## config.mk

```make
export PLATFORM = sky130hd
export DESIGN_NAME = lru_key_value_cache
export DESIGN_NICKNAME = d
export VERILOG_FILES = /design/src/design/lkv_pkg.sv /design/src/design/lkv_ctrl.sv /design/src/design/lkv_datapath.sv /design/src/design/lru_key_value_cache.sv
export SDC_FILE = /design/constraint.sdc
export NUM_CORES = 2
export LEC_CHECK = 0
export BUFFER_PORTS_ARGS = -buffer_cell sky130_fd_sc_hd__clkbuf_2
export CAP_MARGIN = 30
export CORE_MARGIN = 2
export CORE_UTILIZATION = 61
export CTS_BUF_LIST = sky130_fd_sc_hd__clkbuf_8
export CTS_CLUSTER_DIAMETER = 120
export DETAILED_ROUTE_END_ITERATION = 16
export PLACE_DENSITY = 0.85
export SETUP_SLACK_MARGIN = 0.2
export SKIP_CTS_REPAIR_TIMING = 1
export SYNTH_ARGS = -nofsm -noshare
export SYNTH_HDL_FRONTEND = slang
export SYNTH_SLANG_ARGS = --single-unit
```

## constraint.sdc

```tcl
create_clock -name clk -period 27.1 [get_ports clk]
set_clock_uncertainty 0.2 [all_clocks]
set_input_delay 2.71 -clock clk [delete_from_list [all_inputs] [get_ports clk]]
set_output_delay 2.71 -clock clk [all_outputs]
set_load 0.005 [all_outputs]
```

## src/design/lkv_pkg.sv

```systemverilog
// Shared types and constants for the LRU key-value cache.
// Used by lkv_ctrl, lkv_datapath, the top level and the checker; no dependencies.
`default_nettype none

package lkv_pkg;

	// Table geometry
	localparam int ENTRIES = 16;
	localparam int IDX_W   = (ENTRIES > 1) ? $clog2(ENTRIES) : 1;
	localparam int RANK_W  = IDX_W;
	localparam int CNT_W   = 5;
	localparam int KEY_W   = 32;
	localparam int VAL_W   = 32;
	localparam int ACT_W   = 2;

	// Request kinds
	typedef enum logic [ACT_W-1:0] {
		ACT_GET      = 2'd0,
		ACT_PUT      = 2'd1,
		ACT_CONTAINS = 2'd2
	} action_t;

	// Controller states
	typedef enum logic [1:0] {
		ST_IDLE   = 2'd0,
		ST_LOOKUP = 2'd1,
		ST_UPDATE = 2'd2
	} state_t;

	// Controller to datapath commands
	typedef struct packed {
		logic load;
		logic lookup;
		logic commit;
	} ctrl_cmd_t;

	// Datapath to controller status
	typedef struct packed {
		logic out_stall;
	} dp_status_t;

endpackage

`default_nettype wire

```

## src/design/lkv_ctrl.sv

```systemverilog
// Request sequencer for the LRU key-value cache.
// Steps each item through accept, lookup and commit; depends on lkv_pkg.
`default_nettype none

module lkv_ctrl (
	input  wire logic               clk,
	input  wire logic               arst_n,
	input  wire logic               in_valid,
	output logic                    in_ready,
	input  wire lkv_pkg::dp_status_t status,
	output lkv_pkg::ctrl_cmd_t      cmd
);

	lkv_pkg::state_t state_q;
	lkv_pkg::state_t state_next;

	// State register
	always_ff @(posedge clk or negedge arst_n) begin
		if (!arst_n) begin
			state_q <= lkv_pkg::ST_IDLE;
		end else begin
			state_q <= state_next;
		end
	end

	// Next state and commands
	always_comb begin
		state_next = state_q;
		in_ready   = 1'b0;
		cmd        = '0;
		case (state_q)
			lkv_pkg::ST_IDLE: begin
				in_ready = 1'b1;
				if (in_valid) begin
					cmd.load   = 1'b1;
					state_next = lkv_pkg::ST_LOOKUP;
				end
			end
			lkv_pkg::ST_LOOKUP: begin
				cmd.lookup = 1'b1;
				state_next = lkv_pkg::ST_UPDATE;
			end
			lkv_pkg::ST_UPDATE: begin
				// hold until the result register can take the new item
				if (!status.out_stall) begin
					cmd.commit = 1'b1;
					state_next = lkv_pkg::ST_IDLE;
				end
			end
			default: begin
				state_next = lkv_pkg::ST_IDLE;
			end
		endcase
	end

endmodule

`default_nettype wire

```

## src/design/lkv_datapath.sv

```systemverilog
// Entry table, associative lookup, recency ranks and result register.
// Driven by commands from lkv_ctrl; depends on lkv_pkg.
`default_nettype none

module lkv_datapath (
	input  wire logic                              clk,
	input  wire logic                              arst_n,
	input  wire lkv_pkg::ctrl_cmd_t                cmd,
	output lkv_pkg::dp_status_t                    status,
	input  wire logic                              cfg_we,
	input  wire logic        [lkv_pkg::CNT_W-1:0]  cfg_wdata,
	input  wire logic        [lkv_pkg::ACT_W-1:0]  in_action,
	input  wire logic signed [lkv_pkg::KEY_W-1:0]  in_key,
	input  wire logic signed [lkv_pkg::VAL_W-1:0]  in_value,
	output logic                                   out_valid,
	input  wire logic                              out_ready,
	output logic                                   out_found,
	output logic signed      [lkv_pkg::VAL_W-1:0]  out_read_value,
	output logic             [lkv_pkg::CNT_W-1:0]  out_entry_count
);

	localparam int N = lkv_pkg::ENTRIES;

	// Table state
	logic signed [lkv_pkg::KEY_W-1:0]  key_q   [N];
	logic signed [lkv_pkg::VAL_W-1:0]  val_q   [N];
	logic        [lkv_pkg::RANK_W-1:0] rank_q  [N];
	logic        [N-1:0]               valid_q;
	logic        [lkv_pkg::CNT_W-1:0]  occ_q;
	logic        [lkv_pkg::CNT_W-1:0]  cap_q;

	// Request registers
	logic        [lkv_pkg::ACT_W-1:0]  req_act_q;
	logic signed [lkv_pkg::KEY_W-1:0]  req_key_q;
	logic signed [lkv_pkg::VAL_W-1:0]  req_val_q;

	// Lookup stage registers
	logic                              hit_s1;
	logic        [lkv_pkg::IDX_W-1:0]  hit_idx_s1;
	logic        [lkv_pkg::RANK_W-1:0] hit_rank_s1;
	logic signed [lkv_pkg::VAL_W-1:0]  hit_val_s1;
	logic        [lkv_pkg::IDX_W-1:0]  lru_idx_s1;
	logic        [lkv_pkg::IDX_W-1:0]  free_idx_s1;

	// Result register
	logic                              out_valid_q;
	logic                              out_found_q;
	logic signed [lkv_pkg::VAL_W-1:0]  out_rd_q;
	logic        [lkv_pkg::CNT_W-1:0]  out_cnt_q;

	// Lookup logic
	logic        [lkv_pkg::CNT_W-1:0]  occ_m1;
	logic        [lkv_pkg::RANK_W-1:0] lru_rank;
	logic        [N-1:0]               match;
	logic        [N-1:0]               lru_match;
	logic                              hit;
	logic        [lkv_pkg::IDX_W-1:0]  hit_idx;
	logic        [lkv_pkg::IDX_W-1:0]  lru_idx;
	logic        [lkv_pkg::IDX_W-1:0]  free_idx;

	// Commit logic
	logic        [lkv_pkg::CNT_W-1:0]  cap_eff;
	logic                              is_get;
	logic                              is_put;
	logic                              is_contains;
	logic                              do_put;
	logic                              upd_hit;
	logic                              evict;
	logic                              insert;
	logic                              touch;
	logic                              write_kv;
	logic        [lkv_pkg::IDX_W-1:0]  tgt_idx;
	logic        [lkv_pkg::RANK_W-1:0] tgt_rank;
	logic        [lkv_pkg::CNT_W-1:0]  occ_next;
	logic                              res_found;
	logic signed [lkv_pkg::VAL_W-1:0]  res_rd;

	// Valid ranks form 0..occ-1, so the least recent entry holds rank occ-1
	assign occ_m1   = occ_q - lkv_pkg::CNT_W'(1);
	assign lru_rank = occ_m1[lkv_pkg::RANK_W-1:0];

	// Compare all entries in parallel
	always_comb begin
		for (int i = 0; i < N; i++) begin
			match[i]     = valid_q[i] && (key_q[i] == req_key_q);
			lru_match[i] = valid_q[i] && (rank_q[i] == lru_rank);
		end
	end

	// Encode the lowest matching, least recent and free slots
	always_comb begin
		hit_idx  = '0;
		lru_idx  = '0;
		free_idx = '0;
		for (int i = N - 1; i >= 0; i--) begin
			if (match[i]) begin
				hit_idx = lkv_pkg::IDX_W'(i);
			end
			if (lru_match[i]) begin
				lru_idx = lkv_pkg::IDX_W'(i);
			end
			if (!valid_q[i]) begin
				free_idx = lkv_pkg::IDX_W'(i);
			end
		end
	end

	assign hit = |match;

	// Register lookup results
	always_ff @(posedge clk) begin
		if (cmd.lookup) begin
			hit_s1      <= hit;
			hit_idx_s1  <= hit_idx;
			hit_rank_s1 <= rank_q[hit_idx];
			hit_val_s1  <= val_q[hit_idx];
			lru_idx_s1  <= lru_idx;
			free_idx_s1 <= free_idx;
		end
	end

	// Latch the accepted item
	always_ff @(posedge clk) begin
		if (cmd.load) begin
			req_act_q <= in_action;
			req_key_q <= in_key;
			req_val_q <= in_value;
		end
	end

	// Decide the table update
	always_comb begin
		cap_eff     = (cap_q > lkv_pkg::CNT_W'(N)) ? lkv_pkg::CNT_W'(N) : cap_q;
		is_get      = (req_act_q == lkv_pkg::ACT_GET);
		is_put      = (req_act_q == lkv_pkg::ACT_PUT);
		is_contains = (req_act_q == lkv_pkg::ACT_CONTAINS);
		do_put      = is_put && (cap_eff != '0);
		upd_hit     = do_put && hit_s1;
		evict       = do_put && !hit_s1 && (occ_q >= cap_eff);
		insert      = do_put && !hit_s1 && (occ_q < cap_eff);
		write_kv    = upd_hit || evict || insert;
		touch       = write_kv || (is_get && hit_s1);
		tgt_idx     = hit_s1 ? hit_idx_s1 : (evict ? lru_idx_s1 : free_idx_s1);
		tgt_rank    = hit_s1 ? hit_rank_s1 : lru_rank;
		occ_next    = insert ? occ_q + lkv_pkg::CNT_W'(1) : occ_q;
		res_found   = hit_s1 && (is_get || is_put || is_contains);
		res_rd      = (is_get && hit_s1) ? hit_val_s1 : '0;
	end

	// Key, value and rank arrays
	always_ff @(posedge clk) begin
		if (cmd.commit) begin
			for (int i = 0; i < N; i++) begin
				if (write_kv && (tgt_idx == lkv_pkg::IDX_W'(i))) begin
					key_q[i] <= req_key_q;
					val_q[i] <= req_val_q;
				end
				if (touch) begin
					if (tgt_idx == lkv_pkg::IDX_W'(i)) begin
						rank_q[i] <= '0;
					end else if (valid_q[i] && (insert || (rank_q[i] < tgt_rank))) begin
						rank_q[i] <= rank_q[i] + lkv_pkg::RANK_W'(1);
					end
				end
			end
		end
	end

	// Valid bits, occupancy and capacity
	always_ff @(posedge clk or negedge arst_n) begin
		if (!arst_n) begin
			valid_q <= '0;
			occ_q   <= '0;
			cap_q   <= lkv_pkg::CNT_W'(N);
		end else begin
			if (cfg_we) begin
				cap_q <= cfg_wdata;
			end
			if (cmd.commit) begin
				occ_q <= occ_next;
				if (insert) begin
					valid_q[free_idx_s1] <= 1'b1;
				end
			end
		end
	end

	// Result valid flag
	always_ff @(posedge clk or negedge arst_n) begin
		if (!arst_n) begin
			out_valid_q <= 1'b0;
		end else if (cmd.commit) begin
			out_valid_q <= 1'b1;
		end else if (out_ready) begin
			out_valid_q <= 1'b0;
		end
	end

	// Result payload
	always_ff @(posedge clk) begin
		if (cmd.commit) begin
			out_found_q <= res_found;
			out_rd_q    <= res_rd;
			out_cnt_q   <= occ_next;
		end
	end

	assign status.out_stall = out_valid_q && !out_ready;
	assign out_valid        = out_valid_q;
	assign out_found        = out_found_q;
	assign out_read_value   = out_rd_q;
	assign out_entry_count  = out_cnt_q;

endmodule

`default_nettype wire

```

## src/design/lru_key_value_cache.sv

```systemverilog
// Top level of the LRU key-value cache: stream ports and configuration port.
// Instantiates lkv_ctrl and lkv_datapath; depends on lkv_pkg.
`default_nettype none

// Fully associative 16-entry key-value cache with least-recently-used
// replacement. Each input item is a get, put or contains request and gives
// exactly one result item: found, the value read on a get hit (else zero) and
// the entry count after the request. One request is handled at a time and
// goes through accept, parallel lookup over all entries and table commit;
// the next item is taken in the cycle after the commit. The result sits in
// an output register; while it waits to be taken the next item is still
// accepted and looked up, and only its commit waits. Capacity is written
// through cfg_we/cfg_wdata; the user must write it only while the block is
// idle, as the block itself does not enforce this. Values above 16 act as
// 16, and zero makes puts do nothing. Reset empties the table.
module lru_key_value_cache (
	input  wire logic        clk,
	input  wire logic        arst_n,
	input  wire logic        cfg_we,
	input  wire logic [4:0]  cfg_wdata,      // capacity
	input  wire logic        s_axis_tvalid,
	output logic             s_axis_tready,
	input  wire logic [63:0] s_axis_tdata,   // [31:0] key, [63:32] value
	input  wire logic [1:0]  s_axis_tuser,   // [1:0] action
	output logic             m_axis_tvalid,
	input  wire logic        m_axis_tready,
	output logic [39:0]      m_axis_tdata,   // [31:0] read_value, [36:32] entry_count
	output logic [0:0]       m_axis_tuser    // [0] found
);

	lkv_pkg::ctrl_cmd_t  cmd;
	lkv_pkg::dp_status_t status;

	logic                               found;
	logic signed [lkv_pkg::VAL_W-1:0]   read_value;
	logic        [lkv_pkg::CNT_W-1:0]   entry_count;

	lkv_ctrl u_ctrl (
		.clk      (clk),
		.arst_n   (arst_n),
		.in_valid (s_axis_tvalid),
		.in_ready (s_axis_tready),
		.status   (status),
		.cmd      (cmd)
	);

	lkv_datapath u_dp (
		.clk             (clk),
		.arst_n          (arst_n),
		.cmd             (cmd),
		.status          (status),
		.cfg_we          (cfg_we),
		.cfg_wdata       (cfg_wdata),
		.in_action       (s_axis_tuser),
		.in_key          (s_axis_tdata[31:0]),
		.in_value        (s_axis_tdata[63:32]),
		.out_valid       (m_axis_tvalid),
		.out_ready       (m_axis_tready),
		.out_found       (found),
		.out_read_value  (read_value),
		.out_entry_count (entry_count)
	);

	// Pack the result item
	assign m_axis_tdata = {3'b000, entry_count, read_value};
	assign m_axis_tuser = found;

endmodule

`default_nettype wire

```

# Yosys cells after proc, flatten, opt, wreduce, memory -nomap -nowiden
# Memory sizes are Yosys's and may differ from the RTL's. A register that Yosys moved wholly into a read port is not among the register bits.
# Cells that the tools add are included.
word_totals:
  reg_bits: 146
  ram_bits: 1088
  in_bits: 76
  mem_count: 3
mem_list:
  columns: ["name", "words", "word_bits", "rd", "rd_ports_with_merged_regs", "write_ports", "line", "source"]
  rows:
  - ["u_dp.key_q", 16, 32, 16, 0, 1, "lkv_datapath.sv:25", "logic signed [lkv_pkg::KEY_W-1:0] key_q [N];"]
  - ["u_dp.val_q", 16, 32, 1, 1, 1, "lkv_datapath.sv:26", "logic signed [lkv_pkg::VAL_W-1:0] val_q [N];"]
  - ["u_dp.rank_q", 16, 4, 17, 1, 16, "lkv_datapath.sv:27", "logic [lkv_pkg::RANK_W-1:0] rank_q [N];"]
classes:
  addsub: 18
  magnitude_cmp: 21
  eq_ne: 53
  muxes: 362
  bitwise_logic: 17
  n_reduce_logical: 140
op_table:
  columns: ["op", "n"]
  rows:
  - ["2-to-1 mux 32 bit", 30]
  - ["OR reduction 32 bit", 30]
  - ["equality test 32 bit", 16]
  - ["2-to-1 mux 4 bit", 81]
  - ["2-to-1 mux 1 bit", 233]
  - ["logical AND 1 bit", 73]
  - ["adder 4 x 1 -> 4 bit, second input constant", 16]
  - ["equality test 4 bit", 16]
  - ["< comparator 4 bit", 16]
  - ["equality test 4 bit, second input constant", 8]
  - ["2-to-1 mux 3 bit", 8]
  - ["logical OR 1 bit", 21]
  - ["equality test 4 x 3 -> 1 bit, second input constant", 4]
  - ["bitwise OR 1 bit", 16]
  - ["bitwise OR 16 bit", 1]
  - ["OR reduction 16 bit", 1]
  - ["2-to-1 mux 2 bit", 6]
  - ["2-to-1 mux 5 bit", 2]
  - ["equality test 4 x 2 -> 1 bit, second input constant", 2]
  - ["AND reduction 8 bit", 1]
  - ["OR reduction 8 bit", 1]
  - ["one-hot mux 2 bit (3 select lines)", 1]
  - ["AND reduction 2 bit", 3]
  - ["adder 5 x 1 -> 5 bit, second input constant", 1]
  - ["other kinds (19)", 24]

# Longest topological paths before layout
depth:
  depth_word: 29
  ltp_mapped: 17
  mapped_depth_nobuf: 13

# Hierarchy
# Synthesis repeated with hierarchy kept, for this count alone.
unflattened:
  hier_cells: 4044
  hier_area_um2: 57696.6
by_module_without_submodules:
  columns: ["mod", "instances", "cells_each", "area_each_um2"]
  rows:
  - ["lkv_datapath", 1, 4030, 57564.0]
  - ["lkv_ctrl", 1, 10, 106.4]
  - ["lru_key_value_cache", 1, 4, 26.3]

# Worst setup path before layout
# Ideal clock, no wire load.
synth_timing:
  kind: "input to register"
  startpoint: "input port m_axis_tready"
  endpoint: "memory u_dp.key_q[0][0] (netlist name), enable pin"
  setup_time_ps: 565
  arrival_time_ps: 9560
  required_time_ps: 26335
  setup_slack_ps: 16775
  path_stages: 5
  n_path_buf: 0
  path_cell_list: "nand2b_1 nor2b_1 nor2b_1 nand2_1 nor3_1"
synth_rtl:
  columns: ["element", "line", "source"]
  rows:
  - ["start, declared", "lru_key_value_cache.sv:26", "input wire logic m_axis_tready,"]
  - ["end, declared", "lkv_datapath.sv:25", null]

# Final worst setup path
layout_timing:
  startpoint: "register u_dp.req_key_q[31] (netlist name)"
  endpoint: "register u_dp.hit_rank_s1[2] (netlist name) (read register of u_dp.rank_q) (data pin)"
layout_via:
  elab_chain_len: 18
  elab_cells_between_ends: 48
layout_lines:
  columns: ["element", "line", "source"]
  rows:
  - ["start, declared", "lkv_datapath.sv:34", "logic signed [lkv_pkg::KEY_W-1:0] req_key_q;"]
  - ["start signal, assigned", "lkv_datapath.sv:126", "req_key_q <= in_key;"]
  - ["equality test 32 bit", "lkv_datapath.sv:85", "match[i] = valid_q[i] && (key_q[i] == req_key_q);"]
  - ["logical AND 1 bit", "lkv_datapath.sv:85", null]
  - ["2-to-1 mux 4 bit (15 in a row)", "lkv_datapath.sv:96", "if (match[i]) begin"]
  - ["2-to-1 mux 4 bit (*)", "lkv_datapath.sv:96", null]
  - ["end, declared", "lkv_datapath.sv:40", "logic [lkv_pkg::RANK_W-1:0] hit_rank_s1;"]
# Mark *: on every way between the ends. The rest lies on a longest branch, timed or not.
# A chain may end at the register's enable or synchronous reset.

==> impl_results.md <==
- Leakage: 0.0203 uW
- Post-synthesis simple-gate area fraction: 8.93%
- Status: complete, no violations
- Core footprint: 0.0915 sq mm
- CTS root buf: clkbuf_8
- Kind of cell adding the most delay to the critical path: buffers and inverters
- Post-Syn Instances: 3,775
- GRT met1 Usage: 40.4%
- WP buf/inv: 5
- Final non-filler cell area: 0.0621 sq mm
- Setup TNS: 0 ns
- Num CTS Buffers: 196
- Largest family of logic cells by synthesized area: XOR/XNOR gates
- CTS max path bufs: 3
- Most frequent cells in the layout: edfxtp_1, xor2_1, xnor2_1, clkbuf_8, mux2i_1
- Fmax: 165 MHz
- Final antenna-violating net count: 0
- Async set or reset register ratio after synthesis: 2.28%
- WL final: 144,000 um
- Area delta synth->final: 10.3%
- H-tree levels: 4
- Total clock sinks: 1,270
- Slew Limit Fails: 0
- HP Class: reg2reg
- Worst VDD drop: 73.2 uV
- Critical path class: reg2reg
- WL/cell: 26.8 um
- Clk pin slew, worst setup/hold paths: 0.07 ns
- Grt peak-use layer: met2
- Die area: 0.0948 sq mm
- Net Sw Frac: 27.9%
- Seq cells post-synth: 1,270
- Die height: 308 um
- Slowest CP cell: buf_4
- RSZ-0062 raised after global routing: no
- Via count: 34,729
- Fill count: 5,989
- Mux cell area share after synthesis: 4.55%
- R2r setup slk: 21.04 ns
- CP Launch Type: flip-flop
- Commonest non-fill, non-tap cell in the layout: edfxtp_1
- Met3 Track Usage GR: 6.34%
- Max_slew headroom: 30.3%
- Post-synthesis compound-gate area fraction: 5.46%
- Internal power: 3220 uW
- Crit path largest cell delay: 0.78 ns
- CP max FO: 55
- Gate power share: 14.4%
- Adder-Cell Fraction of Synth Area: 1.58%
- Pwr dens: 71.9 mW/mm^2
- Cells along the critical path: buf_4 -> xor2_1 -> nor4_1 -> nand4_1 -> or4_1 -> o21ai_1 -> a221oi_2 -> o221ai_4 -> buf_4 -> buf_4 -> buf_4 -> buf_12 -> mux2_2 -> nor2_1 -> a221o_1 -> o21ai_1
- Critical path arrival: 6.50 ns
- Max Cap Viol: 0
- Cell area after synthesis: 0.0563 sq mm
- Post-DR vias/cell: 6.47
- Gr usage total: 30.3%
- Number of global-route vias before repair: 34,292
- Share of layout cells above drive strength 1: 14.6%
- CTS tree: done
- DR iter-0 viols: 4,403
- Initial core utilization: 61.5%
- Setup crit start: u_dp.req_key_q[31]
- Post-Synth XOR/XNOR Area: 9.63%
- Syn_area_per_cell: 14.9 sq um
- Router iterations before antenna repair: 6
- Worst R2R End: u_dp.hit_rank_s1[2]
- IO Pins: 119
- Clock share of power: 33.4%
- IO buf count: 115
- WHS Path Cells: 1
- Register area share after synthesis: 67.5%
- Placed cell area: 0.0583 sq mm
- Yosys synthesis warning count: 0
- Min cycle time layout: 6.06 ns
- Period utilisation layout: 22.4%
- Largest net degree at the start of global routing: 66
- First-pass GRT wire length: 212,000 um
- Stages on the worst setup path: 16
- Seq pwr share: 52.2%
- Number of flops mapped to enable cells by yosys: 1,241
- GRT overflow: 0
- Cell Rows: 111
- R2R cell count: 16
- Synth Flop Type: edfxtp_1
- GR Util met2: 48.0%
- Dpl hpwl: 85,900 um
- Gpl congestion: 0.926
- Die Width: 308 um
- CP Capture Type: flip-flop
- Worst Path Required: 27.54 ns
- Final setup viols: 0
- Worst-Margin Slew: 1.05 ns
- Reg2Reg Launch Point: u_dp.req_key_q[31]
- Worst-skew pair later-pin latency: 0.88 ns
- Cell variety after synth: 82
- DRC violations left: 0
- Final hold violation count: 0
- Layout net count: 4,165
- Most used cell, CP: buf_4
- Initial antenna violation count: 4
- Switching power: 1240 uW
- Critical Path Sink: u_dp.hit_rank_s1[2]
through the flow:
step	total power (uW)	setup slack, ns	std cells	util, %	hold slack, ns
after floorplan	2770	16.78	3777	-	0.289
after global placement	2980	20.63	4988	63.5	0.305
after detailed placement	3000	20.50	5000	63.7	0.303
after CTS	4470	20.43	5359	67.7	0.317
after global routing	4620	20.79	5367	67.9	0.325
final	4460	21.04	5367	67.9	0.311
logic make-up after synthesis:
| family | count (synthesis) |
|---|---|
| fa+ha+maj | 71 |
| xor+xnor | 618 |
| buf+inv | 212 |
| other cells | 1 |
| flops | 1270 |
| compound gates | 409 |
| mux | 249 |
| simple gates | 945 |
worst register-to-register path, cell delays in order, from the launching register on:
cell      delay, ns
edfxtp_1       0.34
buf_4          0.52
xor2_1         0.22
nor4_1         0.30
nand4_1        0.17
or4_1          0.60
o21ai_1        0.29
a221oi_2       0.17
o221ai_4       0.16
buf_4          0.40
buf_4          0.79
buf_4          0.65
buf_12         0.33
mux2_2         0.40
nor2_1         0.12
a221o_1        0.13
o21ai_1        0.07
flip-flops by register name, indices dropped and copies added, names as in the netlist, 16 cells and up:
register	count
u_dp.val_q	512
u_dp.key_q	512
u_dp.out_read_value	32
u_dp.valid_q	16
u_dp.req_key_q	32
u_dp.hit_val_s1	32
u_dp.req_val_q	32
u_dp.rank_q	64
worst min-delay path by stage:
stage	from	endpoint	slack, ns
6_report	u_dp.hit_val_s1[1]	u_dp.out_read_value[1]	0.31
5_1_grt	u_dp.hit_val_s1[1]	u_dp.out_read_value[1]	0.33
4_1_cts	u_dp.hit_val_s1[1]	u_dp.out_read_value[1]	0.32
3_5_place_dp	u_dp.hit_val_s1[21]	u_dp.out_read_value[21]	0.30
3_3_place_gp	u_dp.hit_val_s1[21]	u_dp.out_read_value[21]	0.31
2_1_floorplan	u_dp.occ_q[4]	u_dp.occ_q[4]	0.29
power groups by stage:
stage,clock network [uW],logic (uW),registers [uW]
after floorplan,0,409,2360
after global placement,0,612,2360
after detailed placement,0,631,2370
after CTS,1500,636,2330
after global routing,1580,698,2340
final,1490,643,2330
cell type report:
type                    count  area, sq um  area share, %
multi-input cells        2295        17200           27.7
inverters                  31          116          0.187
clock buffers             200         2750           4.43
flip-flops and latches   1270        38000           61.2
well taps                1186         1480           2.39
diodes                      2         5.00        0.00806
repair buffers            224         1670           2.69
clock inverters           159          855           1.38
metal layers:
layer  vias up  wire (um)
met5         -         11
met4         2       6390
met3       381      15000
met2      2233      68400
met1     17122      54300
li1      14991          -
synthesized netlist by cell type, types with 9 or more instances:
library cell  instances  share of area (%)
a21oi_1              41               0.36
a221o_1              26               0.46
a221oi_1             47               0.73
a22oi_1              30               0.40
a32o_1               15               0.27
and2_1               45               0.50
and3_1               47               0.52
buf_2                41               0.36
buf_4                39               0.52
buf_6                40               0.80
clkbuf_1             55               0.37
dfrtp_1              28                1.2
edfxtp_1           1241                 66
ha_1                 71                1.6
inv_1                28               0.19
mux2_2               48               0.96
mux2i_1             194                3.4
nand2_1             186                1.2
nand2b_1             26               0.29
nand3_1              99               0.88
nand4_1              92                1.0
nand4b_1             15               0.23
nor2_1              159                1.1
nor2b_1              11               0.12
nor3_1               47               0.42
nor4_1              155                1.7
nor4b_1              12               0.19
o211ai_2             32               0.71
o21a_1               16               0.21
o21ai_0              66               0.59
o21ai_1              27               0.24
o22ai_1              42               0.47
o31ai_1              18               0.24
or3_1                 9               0.10
or4_1                16               0.21
xnor2_1             217                3.4
xor2_1              400                6.2
Note: power is estimated with default switching activity, not from simulation.
